## config.mk

```make
export PLATFORM = sky130hd
export DESIGN_NAME = conveyor_metal_sort_controller_unit
export DESIGN_NICKNAME = d
export VERILOG_FILES = /design/src/hw/rtl/cmsc_pkg.sv /design/src/hw/rtl/cmsc_next_mode.sv /design/src/hw/rtl/cmsc_out_decode.sv /design/src/hw/rtl/conveyor_metal_sort_controller_unit.sv
export SDC_FILE = /design/constraint.sdc
export NUM_CORES = 1
export LEC_CHECK = 0
export ABC_AREA = 0
export CAP_MARGIN = 25
export CORE_MARGIN = 1
export CORE_UTILIZATION = 40
export DETAILED_ROUTE_END_ITERATION = 10
export DONT_BUFFER_PORTS = 1
export HOLD_SLACK_MARGIN = 0.03
export PLACE_DENSITY = 0.56
export SLEW_MARGIN = 15
export SYNTH_ARGS = -nofsm -noshare
export SYNTH_HDL_FRONTEND = slang
export SYNTH_HIERARCHICAL = 1
export SYNTH_SLANG_ARGS = --single-unit
```

## constraint.sdc

```tcl
create_clock -name clock -period 2.4 [get_ports clock]
set_clock_uncertainty 0.2 [all_clocks]
set_input_delay 0.6 -clock clock [delete_from_list [all_inputs] [get_ports clock]]
set_output_delay 0.6 -clock clock [all_outputs]
set_load 0.005 [all_outputs]
```

## src/hw/rtl/cmsc_pkg.sv

```systemverilog
// Package for the conveyor metal-sort controller: mode codes, drive codes
// and the scan word and output latch types shared by all controller files.
// No dependencies.
`default_nettype none

package cmsc_pkg;

   // Mode codes
   localparam logic [3:0] MODE_START   = 4'd0;
   localparam logic [3:0] MODE_STANDBY = 4'd1;
   localparam logic [3:0] MODE_READY   = 4'd2;
   localparam logic [3:0] MODE_TRANSP  = 4'd3;
   localparam logic [3:0] MODE_MCHECK  = 4'd4;
   localparam logic [3:0] MODE_NONMET  = 4'd5;
   localparam logic [3:0] MODE_END     = 4'd6;
   localparam logic [3:0] MODE_METAL   = 4'd7;
   localparam logic [3:0] MODE_SLIDE   = 4'd8;
   localparam logic [3:0] MODE_ERROR   = 4'd9;
   localparam logic [3:0] MODE_REVERSE = 4'd10;
   localparam logic [3:0] MODE_ENTRY   = 4'd11;

   // Belt motor codes
   localparam logic [1:0] DRV_STOP  = 2'd0;
   localparam logic [1:0] DRV_RIGHT = 2'd1;
   localparam logic [1:0] DRV_LEFT  = 2'd2;

   // One scan tick of sensor and operator bits
   typedef struct packed {
      logic start_released;
      logic part_at_entry;
      logic part_at_exit;
      logic part_at_height_gauge;
      logic part_at_metal_probe;
      logic metal_found;
      logic slide_passed;
      logic part_accepted;
      logic blink_phase;
   } scan_type;

   // Latched lamp, drive and junction outputs
   typedef struct packed {
      logic [1:0] drive;
      logic       lamp_green;
      logic       lamp_red;
      logic       lamp_yellow;
      logic       start_led;
      logic       junction_open;
   } lamp_type;

endpackage

`default_nettype wire

```

## src/hw/rtl/cmsc_next_mode.sv

```systemverilog
// Mode transition logic of the conveyor metal-sort controller.
// Depends on cmsc_pkg for mode codes and the scan word type.
`default_nettype none

module cmsc_next_mode (
   input  wire logic [3:0]       mode,
   input  wire cmsc_pkg::scan_type scan,
   output logic [3:0]            mode_next
);
   import cmsc_pkg::*;

   // Check the mode's rules in order; a later match wins
   always_comb begin
      mode_next = mode;
      unique case (mode)
         MODE_START: begin
            mode_next = MODE_STANDBY;
         end
         MODE_STANDBY: begin
            if (scan.start_released) mode_next = MODE_READY;
         end
         MODE_READY: begin
            if (scan.start_released) mode_next = MODE_STANDBY;
            if (scan.part_at_entry && !scan.part_at_exit) mode_next = MODE_TRANSP;
            if (scan.part_at_height_gauge || scan.part_at_metal_probe)
               mode_next = MODE_ERROR;
         end
         MODE_TRANSP: begin
            if (scan.part_at_metal_probe) mode_next = MODE_MCHECK;
            if (!scan.part_accepted) mode_next = MODE_REVERSE;
            if (scan.part_at_exit) mode_next = MODE_ERROR;
         end
         MODE_MCHECK: begin
            mode_next = scan.metal_found ? MODE_METAL : MODE_NONMET;
         end
         MODE_NONMET: begin
            if (scan.part_at_exit) mode_next = MODE_END;
            if (scan.part_at_entry || scan.part_at_height_gauge) mode_next = MODE_ERROR;
         end
         MODE_END: begin
            if (scan.start_released) mode_next = MODE_STANDBY;
            if (!scan.part_at_exit) mode_next = MODE_READY;
            if (scan.part_at_metal_probe || scan.part_at_height_gauge)
               mode_next = MODE_ERROR;
         end
         MODE_METAL: begin
            if (scan.slide_passed) mode_next = MODE_SLIDE;
            if (scan.part_at_entry || scan.part_at_height_gauge) mode_next = MODE_ERROR;
         end
         MODE_SLIDE: begin
            if (scan.start_released) mode_next = MODE_STANDBY;
            if (scan.part_at_entry) mode_next = MODE_TRANSP;
            if (scan.part_at_exit || scan.part_at_height_gauge) mode_next = MODE_ERROR;
         end
         MODE_ERROR: begin
            if (scan.start_released) mode_next = MODE_STANDBY;
         end
         MODE_REVERSE: begin
            if (scan.part_at_entry) mode_next = MODE_ENTRY;
            if (scan.part_at_metal_probe || scan.part_at_exit) mode_next = MODE_ERROR;
         end
         MODE_ENTRY: begin
            if (!scan.part_at_entry) mode_next = MODE_READY;
            if (scan.part_at_metal_probe || scan.part_at_height_gauge ||
                scan.part_at_exit)
               mode_next = MODE_ERROR;
         end
         default: begin
            mode_next = MODE_START;
         end
      endcase
   end

endmodule

`default_nettype wire

```

## src/hw/rtl/cmsc_out_decode.sv

```systemverilog
// Output decode of the conveyor metal-sort controller: lamps, drive and
// junction from the new mode. Depends on cmsc_pkg.
`default_nettype none

module cmsc_out_decode (
   input  wire logic [3:0]         mode,
   input  wire logic               blink_phase,
   input  wire cmsc_pkg::lamp_type lamp_held,
   output cmsc_pkg::lamp_type      lamp_next
);
   import cmsc_pkg::*;

   // Drive what the mode sets; keep every other output as latched
   always_comb begin
      lamp_next = lamp_held;
      unique case (mode)
         MODE_START, MODE_STANDBY: begin
            lamp_next.drive       = DRV_STOP;
            lamp_next.lamp_green  = 1'b0;
            lamp_next.lamp_red    = 1'b0;
            lamp_next.lamp_yellow = 1'b0;
            lamp_next.start_led   = 1'b1;
         end
         MODE_READY: begin
            lamp_next.drive       = DRV_STOP;
            lamp_next.lamp_green  = 1'b1;
            lamp_next.lamp_red    = 1'b0;
            lamp_next.lamp_yellow = 1'b0;
            lamp_next.start_led   = 1'b1;
         end
         MODE_TRANSP: begin
            lamp_next.drive       = DRV_RIGHT;
            lamp_next.lamp_green  = 1'b1;
            lamp_next.lamp_red    = 1'b0;
            lamp_next.lamp_yellow = 1'b0;
            lamp_next.start_led   = 1'b0;
         end
         MODE_MCHECK: begin
            lamp_next.drive       = DRV_STOP;
            lamp_next.lamp_green  = 1'b1;
            lamp_next.lamp_red    = 1'b0;
            lamp_next.lamp_yellow = 1'b0;
         end
         MODE_NONMET: begin
            lamp_next.drive         = DRV_RIGHT;
            lamp_next.lamp_green    = 1'b1;
            lamp_next.lamp_red      = 1'b0;
            lamp_next.lamp_yellow   = 1'b0;
            lamp_next.start_led     = 1'b0;
            lamp_next.junction_open = 1'b1;
         end
         MODE_END: begin
            lamp_next.drive         = DRV_STOP;
            lamp_next.lamp_red      = 1'b0;
            lamp_next.lamp_yellow   = 1'b0;
            lamp_next.junction_open = 1'b0;
            lamp_next.start_led     = 1'b1;
            lamp_next.lamp_green    = blink_phase;
         end
         MODE_METAL: begin
            lamp_next.drive       = DRV_RIGHT;
            lamp_next.lamp_green  = 1'b0;
            lamp_next.lamp_red    = 1'b0;
            lamp_next.lamp_yellow = 1'b1;
         end
         MODE_SLIDE: begin
            lamp_next.drive       = DRV_STOP;
            lamp_next.lamp_green  = 1'b1;
            lamp_next.lamp_red    = 1'b0;
            lamp_next.lamp_yellow = 1'b0;
            lamp_next.start_led   = 1'b1;
         end
         MODE_ERROR: begin
            lamp_next.drive         = DRV_STOP;
            lamp_next.lamp_green    = 1'b0;
            lamp_next.lamp_yellow   = 1'b0;
            lamp_next.start_led     = 1'b1;
            lamp_next.junction_open = 1'b0;
            lamp_next.lamp_red      = blink_phase;
         end
         MODE_REVERSE: begin
            lamp_next.lamp_green  = 1'b0;
            lamp_next.lamp_yellow = 1'b0;
            lamp_next.lamp_red    = blink_phase;
            lamp_next.drive       = DRV_LEFT;
         end
         MODE_ENTRY: begin
            lamp_next.drive       = DRV_STOP;
            lamp_next.lamp_green  = 1'b0;
            lamp_next.lamp_yellow = 1'b0;
         end
         default: begin
            lamp_next = lamp_held;
         end
      endcase
   end

endmodule

`default_nettype wire

```

## src/hw/rtl/conveyor_metal_sort_controller_unit.sv

```systemverilog
// Top level of the conveyor metal-sort controller: input register, mode and
// output logic, result register. Uses cmsc_pkg, cmsc_next_mode, cmsc_out_decode.
//
//   channel   direction   ports
//   req       in          req_valid, req_ready, nine 1-bit scan fields
//   rsp       out         rsp_valid, rsp_ready, drive, lamps, junction, mode
//
// One scan word per clock while rsp_ready does not stall: a word waits in the
// input register until the result slot is free, then the mode and output latches
// (which form the result register) update as it moves on and rsp_valid rises.
// Synchronous reset puts the controller in start mode with all outputs off. A
// stalled rsp_ready holds the result; the input register still takes one more
// word while the result waits.
`default_nettype none

module conveyor_metal_sort_controller_unit (
   input  wire logic       clock,
   input  wire logic       reset,
   input  wire logic       req_valid,
   output logic            req_ready,
   input  wire logic       req_start_released,
   input  wire logic       req_part_at_entry,
   input  wire logic       req_part_at_exit,
   input  wire logic       req_part_at_height_gauge,
   input  wire logic       req_part_at_metal_probe,
   input  wire logic       req_metal_found,
   input  wire logic       req_slide_passed,
   input  wire logic       req_part_accepted,
   input  wire logic       req_blink_phase,
   output logic            rsp_valid,
   input  wire logic       rsp_ready,
   output logic [1:0]      rsp_drive,
   output logic            rsp_lamp_green,
   output logic            rsp_lamp_red,
   output logic            rsp_lamp_yellow,
   output logic            rsp_start_led,
   output logic            rsp_junction_open,
   output logic [3:0]      rsp_mode
);
   import cmsc_pkg::*;

   logic       in_valid_ff;
   scan_type   scan_ff;
   scan_type   scan_in;
   logic       rsp_valid_ff;
   logic [3:0] mode_ff;
   logic [3:0] mode_in;
   lamp_type   lamp_ff;
   lamp_type   lamp_in;
   logic       out_free;
   logic       advance;

   // Handshake: move a word on when the result slot is free
   assign out_free  = !rsp_valid_ff || rsp_ready;
   assign advance   = in_valid_ff && out_free;
   assign req_ready = !in_valid_ff || advance;

   assign scan_in = '{
      start_released:       req_start_released,
      part_at_entry:        req_part_at_entry,
      part_at_exit:         req_part_at_exit,
      part_at_height_gauge: req_part_at_height_gauge,
      part_at_metal_probe:  req_part_at_metal_probe,
      metal_found:          req_metal_found,
      slide_passed:         req_slide_passed,
      part_accepted:        req_part_accepted,
      blink_phase:          req_blink_phase
   };

   // Input register
   always_ff @(posedge clock) begin
      if (reset) begin
         in_valid_ff <= 1'b0;
      end else if (req_ready) begin
         in_valid_ff <= req_valid;
      end
   end

   always_ff @(posedge clock) begin
      if (req_valid && req_ready) begin
         scan_ff <= scan_in;
      end
   end

   cmsc_next_mode u_next_mode (
      .mode      (mode_ff),
      .scan      (scan_ff),
      .mode_next (mode_in)
   );

   cmsc_out_decode u_out_decode (
      .mode        (mode_in),
      .blink_phase (scan_ff.blink_phase),
      .lamp_held   (lamp_ff),
      .lamp_next   (lamp_in)
   );

   // Mode and output latches double as the result register
   always_ff @(posedge clock) begin
      if (reset) begin
         rsp_valid_ff <= 1'b0;
         mode_ff      <= MODE_START;
         lamp_ff      <= '{drive: DRV_STOP, default: 1'b0};
      end else begin
         if (out_free) begin
            rsp_valid_ff <= in_valid_ff;
         end
         if (advance) begin
            mode_ff <= mode_in;
            lamp_ff <= lamp_in;
         end
      end
   end

   assign rsp_valid         = rsp_valid_ff;
   assign rsp_drive         = lamp_ff.drive;
   assign rsp_lamp_green    = lamp_ff.lamp_green;
   assign rsp_lamp_red      = lamp_ff.lamp_red;
   assign rsp_lamp_yellow   = lamp_ff.lamp_yellow;
   assign rsp_start_led     = lamp_ff.start_led;
   assign rsp_junction_open = lamp_ff.junction_open;
   assign rsp_mode          = mode_ff;

endmodule

`default_nettype wire
```

# Word level (Yosys, flattened, before mapping)
# Index checks and enable logic that the tools add are counted.
dict set report totals {
  regBits 22
}
dict set report op_classes {
  n_eq_ne 22
  n_mux 26
  reduce_logical 33
}
# cell n
set ops {}
lappend ops {{$mux 4} 19}
lappend ops {{$pmux 4 s12} 1}
lappend ops {{$eq 4x3->1 const B} 8}
lappend ops {{$eq 4x4->1 const B} 8}
lappend ops {{$pmux 3 s6} 1}
lappend ops {{$eq 4x2->1 const B} 4}
lappend ops {{$reduce_or 11->1} 1}
lappend ops {{$reduce_and 2->1} 5}
lappend ops {{$reduce_or 9->1} 1}
lappend ops {{$eq 4x1->1 const B} 2}
lappend ops {{$logic_not 4->1} 2}
lappend ops {{$pmux 1 s2} 4}
lappend ops {{$reduce_bool 2->1} 4}
lappend ops {{$logic_or 1x1->1} 7}
lappend ops {{$reduce_bool 6->1} 1}
lappend ops {{$reduce_or 2->1} 3}
lappend ops {{$reduce_or 6->1} 1}
lappend ops {{$reduce_or 4->1} 1}
lappend ops {{$logic_and 1x1->1} 3}
lappend ops {{$logic_not 1->1} 3}
lappend ops {{$reduce_or 3->1} 1}
lappend ops {{$mux 2} 1}

# Depth between registers and ports, before layout
# Gate-level depths: netlist of the first run.
dict set report depth {
  depth_word 9
  depth_mapped 11
}

# Hierarchy
# The synthesis of the first run kept the hierarchy.
# mod n_inst cells_per_inst area_per_inst_um2 seq_area_each_um2
set by_module_without_submodules {}
lappend by_module_without_submodules {conveyor_metal_sort_controller_unit 1 66 858.3 530.5}
lappend by_module_without_submodules {cmsc_next_mode 1 72 481.7 0.0}
lappend by_module_without_submodules {cmsc_out_decode 1 33 215.2 0.0}

# Worst setup path before layout of the first run
# Ideal clock, no wire load.
dict set report synth_timing {
  path_type {reg-to-reg}
  start {register scan_ff[6] (netlist name)}
  end {register lamp_ff (netlist bit rsp_junction_open)}
  arrival_time_ns 2.104
  required_ns 2.128
  path_slack_ns 0.024
  stages_incl_launch_ff 12
  n_path_buf 2
  period_less_slack_ns 2.376
  path_cell_list {edfxtp_1 buf_6 o21bai_1 a2111oi_2 o21ai_1 o211ai_1 buf_6 nor2_4 a21bo_1 a221oi_2 nand2b_1 mux2i_1}
}
# item line
set synth_rtl {}
lappend synth_rtl {{start: declaration} conveyor_metal_sort_controller_unit.sv:43} ;# scan_type scan_ff;
lappend synth_rtl {{start signal: assignment} conveyor_metal_sort_controller_unit.sv:81} ;# scan_ff <= scan_in;
lappend synth_rtl {{end signal: assignment} conveyor_metal_sort_controller_unit.sv:110} ;# lamp_ff <= lamp_in;
lappend synth_rtl {{end: declaration} conveyor_metal_sort_controller_unit.sv:48} ;# lamp_type lamp_ff;

==> results of run 1 <==
==> flip-flops by register name, summed over array words and instances (netlist names) <==
name	count
in_valid_ff	1
rsp_drive	2
rsp_junction_open	1
rsp_lamp_green	1
rsp_lamp_red	1
rsp_lamp_yellow	1
rsp_mode	4
rsp_start_led	1
rsp_valid	1
scan_ff	9
==> metal layers <==
metal  up-vias  share of wire [%]  wire, um
li1        686                  -         -
met1       687                 43      1720
met2        44                 52      2080
met3         2                4.9       197
met4         0               0.37        15
met5         -                  0         0
==> cell families after synthesis <==
logic type / share of synthesized area [%]
buf+inv: 8.69
mux: 8.53
flops: 34.1
simple gates: 28.6
compound gates: 20.0
==> report_power, final <==
| group | leakage, nW | switching (mW) | internal (mW) |
|---|---|---|---|
| registers | 0.194 | 0.0160 | 0.406 |
| logic | 0.499 | 0.0829 | 0.0832 |
| clock network | 0.0357 | 0.118 | 0.222 |
| total | 0.729 | 0.216 | 0.711 |
==> timing repair <==
item,in CTS,in global routing
endpoints found under the setup margin,7,6
buffers inserted,6,5
hold buffers,0,0
resized for setup,14,21
pin swaps,7,14
==> cells in the final DEF, fill, tap and decap left out, types with 2 or more instances in the layout <==
cell type / n
a2111oi_4: 2
a21oi_1: 8
a21oi_2: 2
a31oi_1: 2
a31oi_2: 2
and3b_1: 2
buf_4: 34
buf_6: 4
clkbuf_8: 3
dfxtp_1: 11
dfxtp_2: 2
edfxtp_1: 9
inv_1: 2
inv_2: 3
mux2i_1: 11
nand2_1: 8
nand2b_1: 24
nand3_1: 6
nor2_1: 10
nor2b_4: 2
nor3b_1: 3
nor4_1: 2
nor4b_4: 2
o21ai_0: 3
o21ai_1: 6
o41ai_2: 2
==> cell type report <==
type / instances / area share, %
multi-input combinational: 129 / 51.6
clock buffer: 3 / 2.02
sequential: 22 / 26.1
tap: 48 / 2.94
inverter: 5 / 0.920
timing repair buffer: 39 / 15.0
clock inverter: 1 / 1.47
==> through the flow <==
| step | cell area, sq um | util [%] | TNS [ns] |
|---|---|---|---|
| 3_5_place_dp | 1720 | 46.5 | -0.735 |
| 5_1_grt | 2040 | 55.3 | -0.629 |
| 2_1_floorplan | 1560 | - | 0 |
| 3_3_place_gp | 1720 | 46.5 | -0.537 |
| 6_report | 2040 | 55.3 | -0.0531 |
| 4_1_cts | 1900 | 51.5 | -0.00121 |
==> how the worst max path moves through the flow <==
stage | slack [ns] | end | cells past startpoint | start
floorplan | 0.02 | rsp_junction_open | 11 | scan_ff[6]
global placement | -0.15 | rsp_lamp_red | 10 | scan_ff[5]
detailed placement | -0.22 | rsp_junction_open | 9 | scan_ff[5]
CTS | -0.001 | rsp_junction_open | 12 | scan_ff[5]
global route | -0.13 | rsp_junction_open | 12 | scan_ff[5]
finish | -0.04 | rsp_junction_open | 12 | scan_ff[5]
==> results.md, run 1 <==
* Status: finished, violations left
* Failing checks: setup timing
* Detail Placement HPWL at 2660 um
* Vias in the first global route at 1316
* Crit start category: register
* CTS Sinks at 22
* Via density at 5.74
* Fraction of layout cells with a size suffix above 1 at 37.2%
* Share of the synthesized area in the top cell type at 17.4%
* Mapped Cells at 171
* Ant diodes at 0
* Req. time, crit path at 2.39 ns
* Mapped Area at 1560 sq um
* Placed Cells incl. Taps at 233
* Yosys warnings at 6
* WP data arrival at 2.43 ns
* RSZ-0062 raised after global routing: yes
* Setup ws final at -0.0423 ns
* Worst-margin pin slew at 0.449 ns
* Nets at 213
* Critical path's top delay family: compound AO/OA/AOI/OAI gates
* Pwr Total at 928 uW
* Synth async-reset ratio at 0%
* Post-synth EDFFs at 9
* TritonRoute pass-1 iters at 6
* Total track usage at 19.2%
* Clk_lat worst skew at 0.26 ns
* FF-to-FF Start: scan_ff[5]
* Lkg Pwr at 0.729 nW
* Crit share post-route at 102%
* DRC Markers at 0
* Crit. End Element: register
* Hold path startpoint: reset
* Die Wd at 64.4 um
* Sequential share of the synthesized area at 34.1%
* GR Util met3 at 4.64%
* VDD IR max at 0.000399 V
* Yosys top cell by area: edfxtp_1
* CTS clk-pin slew, worst paths at 0.08 ns
* Area contributors post-synth: edfxtp_1, dfxtp_1, nand2b_1
* Die span in y at 64.4 um
* Antenna-violating nets left at 0
* Slowest-stage cell, CP: edfxtp_1
* Cts bufs inserted at 3
* Cells along the critical path: buf_6 -> buf_6 -> nor4b_4 -> a32o_2 -> o21ai_1 -> o211ai_1 -> buf_4 -> nor2_4 -> a21bo_1 -> a221oi_2 -> nand2b_1 -> mux2i_1
* R2r setup slk at -0.04 ns
* Avg Inst Size Synth at 9.09 sq um
* Worst Path Class, Setup: register to register
* Total grt overflow at 0
* Largest net degree at the start of global routing at 25
* First-pass GRT wire length at 6200 um
* Die area at 4140 sq um
* Maxcap violations at 0
* Register area at 533 sq um
* Crit path max fanout at 5
* Row cnt at 22
* Crit path time final at 2.44 ns
* Reg-to-Reg End: rsp_junction_open
* DRT iter0 DRCs at 65
* Initial core utilization at 42.2%
* GRT met2 Usage at 33.0%
* Slew Limit Headroom at 70.0%
* PD cells at 455 nW/um^2
* F_max at 0.409 GHz
* Buffers plus inverters on the worst setup path at 3
* Most Frequent Cell on Critical Path: buf_6
* Most numerous cell in the Yosys netlist: nand2b_1
* Max-slew violations at 0
* Clock root cell: clkbuf_8
* GR peak layer: met2
* Final setup fails at 3
* Routed WL at 4010 um
* Worst Hold Class: input port to register
* CTS tree: done
* I/O Buffers at 0
* Hold Slack at 0.210 ns
* Worst slack, placed at -0.217 ns
* CORE AREA at 3690 sq um
* Via Count at 1419
* Multi-input logic area at 1050 sq um
* R2r worst-path depth at 12
* Routed wire per std cell at 16.2 um
* Grt met1 use at 24.5%
* Netlist cell types at 53
* Synth Register Bits at 22
* Final hold viol count at 0
* CP max stage delay at 0.44 ns
* Non-Filler Instances at 247
* CTS HTree Levels at 1
* WHS Path Cells at 1
* Initial antenna violation count at 0
* Longest Clk Path Bufs at 2
* Hold endpoint: in_valid_ff
* Fill count at 342
* Layout area overhead at 31.2%
* Most used DFF post-synth: dfxtp_1
* Top cells by count, synth: nand2b_1, dfxtp_1, mux2i_1
* I/O pins at 26
* GP Congestion at 0.868
* Synthesized Nets at 184
Note: power is estimated with default switching activity, not from simulation.
==> inputs of run 2 (changes only) <==
--- a/config.mk
+++ b/config.mk
@@ -13,6 +13,7 @@
 export DONT_BUFFER_PORTS = 1
 export HOLD_SLACK_MARGIN = 0.03
 export PLACE_DENSITY = 0.56
+export SKIP_CTS_REPAIR_TIMING = 1
 export SLEW_MARGIN = 15
 export SYNTH_ARGS = -nofsm -noshare
 export SYNTH_HDL_FRONTEND = slang
==> results.md, run 2 (synthesized netlist as in run 1, its figures left out) <==
* Routed wire per std cell at 16.3 um
* Levels on crit path at 12
* Fin util at 56.4%
* Failing checks: setup timing
* CTS tree: done
* Ant diodes at 0
* CP max stage delay at 0.43 ns
* Logic pwr share at 18.0%
* WP data arrival at 2.42 ns
* Clock root cell: clkbuf_8
* CTS clk-pin slew, worst paths at 0.08 ns
* TritonRoute pass-1 iters at 4
* Commonest non-fill, non-tap cells in the layout: buf_4, nand2b_1, buf_6
* GP Congestion at 0.868
* CTS HTree Levels at 1
* Most flops, register: scan_ff
* P_sw at 220 uW
* Req. time, crit path at 2.39 ns
* I/O Buffers at 0
* Most Frequent Cell on Critical Path: buf_6
* Critical path's top delay family: compound AO/OA/AOI/OAI gates
* Antenna-violating nets left at 0
* Layout area overhead at 33.9%
* Die area at 4140 sq um
* Crit start category: register
* Int Power at 715 uW
* RSZ-0062 raised after global routing: yes
* Worst-margin pin slew at 0.453 ns
* CORE AREA at 3690 sq um
* CTS Sinks at 22
* Setup ws final at -0.0306 ns
* Worst Hold Class: input port to register
* Fraction of layout cells with a size suffix above 1 at 39.2%
* Crit. End Element: register
* DRC Markers at 0
* Status: finished, violations left
* Clk pwr share at 36.6%
* Crit path time final at 2.43 ns
* Total track usage at 18.4%
* Nets at 213
* Initial core utilization at 42.2%
* Cells along the critical path: buf_6 -> buf_6 -> nor4b_4 -> a32o_2 -> o21ai_1 -> o211ai_1 -> buf_4 -> nor2_4 -> a21bo_1 -> a221oi_2 -> nand2b_1 -> mux2i_1
* Via Count at 1402
* F_max at 0.411 GHz
* Crit share post-route at 101%
* PD cells at 449 nW/um^2
* Worst slack, placed at -0.217 ns
* Max reg flops at 9
* Sequential power share at 45.4%
* I/O pins at 26
* Slowest-stage cell, CP: edfxtp_1
* Clk_lat worst skew at 0.26 ns
* WHS Path Cells at 1
* Commonest non-fill, non-tap cell in the layout: buf_4
* Max-slew violations at 0
* Die span in y at 64.4 um
* R2r worst-path depth at 12
* Final hold viol count at 0
* First-pass GRT wire length at 5960 um
* Row cnt at 22
* Detail Placement HPWL at 2660 um
* Final setup fails at 1
* Maxcap violations at 0
* DRT iter0 DRCs at 66
* Total grt overflow at 0
* Die Wd at 64.4 um
* Switching portion of total power at 23.5%
* Longest Clk Path Bufs at 2
* Cts bufs inserted at 3
* Vias in the first global route at 1280
* Routed WL at 4020 um
* Lkg Pwr at 0.740 nW
* Setup TNS at -0.0306 ns
* Buffers plus inverters on the worst setup path at 3
* Pwr Total at 935 uW
* Slew Limit Headroom at 69.7%
* VDD IR max at 0.000399 V
* Placed Cells incl. Taps at 233
* Worst Path Class, Setup: register to register
* Largest net degree at the start of global routing at 25
* Crit path max fanout at 5
* Via density at 5.68
* Initial antenna violation count at 0
* Non-Filler Instances at 247
==> run 2: layer usage <==
metal	GRT usage (%)	wire length [um]	part of all wire (%)
met2	31.6	2050	51
met3	4.46	231	5.7
met5	0	0	0
met4	2.78	15	0.37
met1	23.7	1730	43
==> run 2: path summary, 6_finish.rpt <==
kind	startpoint	end	slack (ns)
worst max register to register	scan_ff[5]	rsp_junction_open	-0.03
worst min-delay path	reset	in_valid_ff	0.21
worst max-delay path	scan_ff[5]	rsp_junction_open	-0.03
worst min register to register	rsp_drive[1]	rsp_drive[1]	0.32
==> run 2: stage by stage <==
stage | hold WS, ns | cell area (sq um)
2_1_floorplan | 0.278 | 1560
3_3_place_gp | 0.296 | 1720
3_5_place_dp | 0.309 | 1720
4_1_cts | 0.202 | 1790
5_1_grt | 0.200 | 2080
6_report | 0.211 | 2080
==> run 2: cell type report <==
class                      instances  area, sq um
fill                             340         1610
multi-input combinational        129         1060
sequential                        22          533
timing repair buffer              39          338
tap                               48         60.1
clock buffer                       3         41.3
clock inverter                     1         30.0
inverter                           5         18.8
==> run 2: power by group through the flow <==
stage               Sequential (mW)  Clock, mW  Combinational, mW
CTS                           0.422      0.354              0.120
detailed placement            0.431          0              0.120
finish                        0.424      0.342              0.169
global route                  0.427      0.368              0.180
floorplan                     0.424          0             0.0935
global placement              0.431          0              0.119
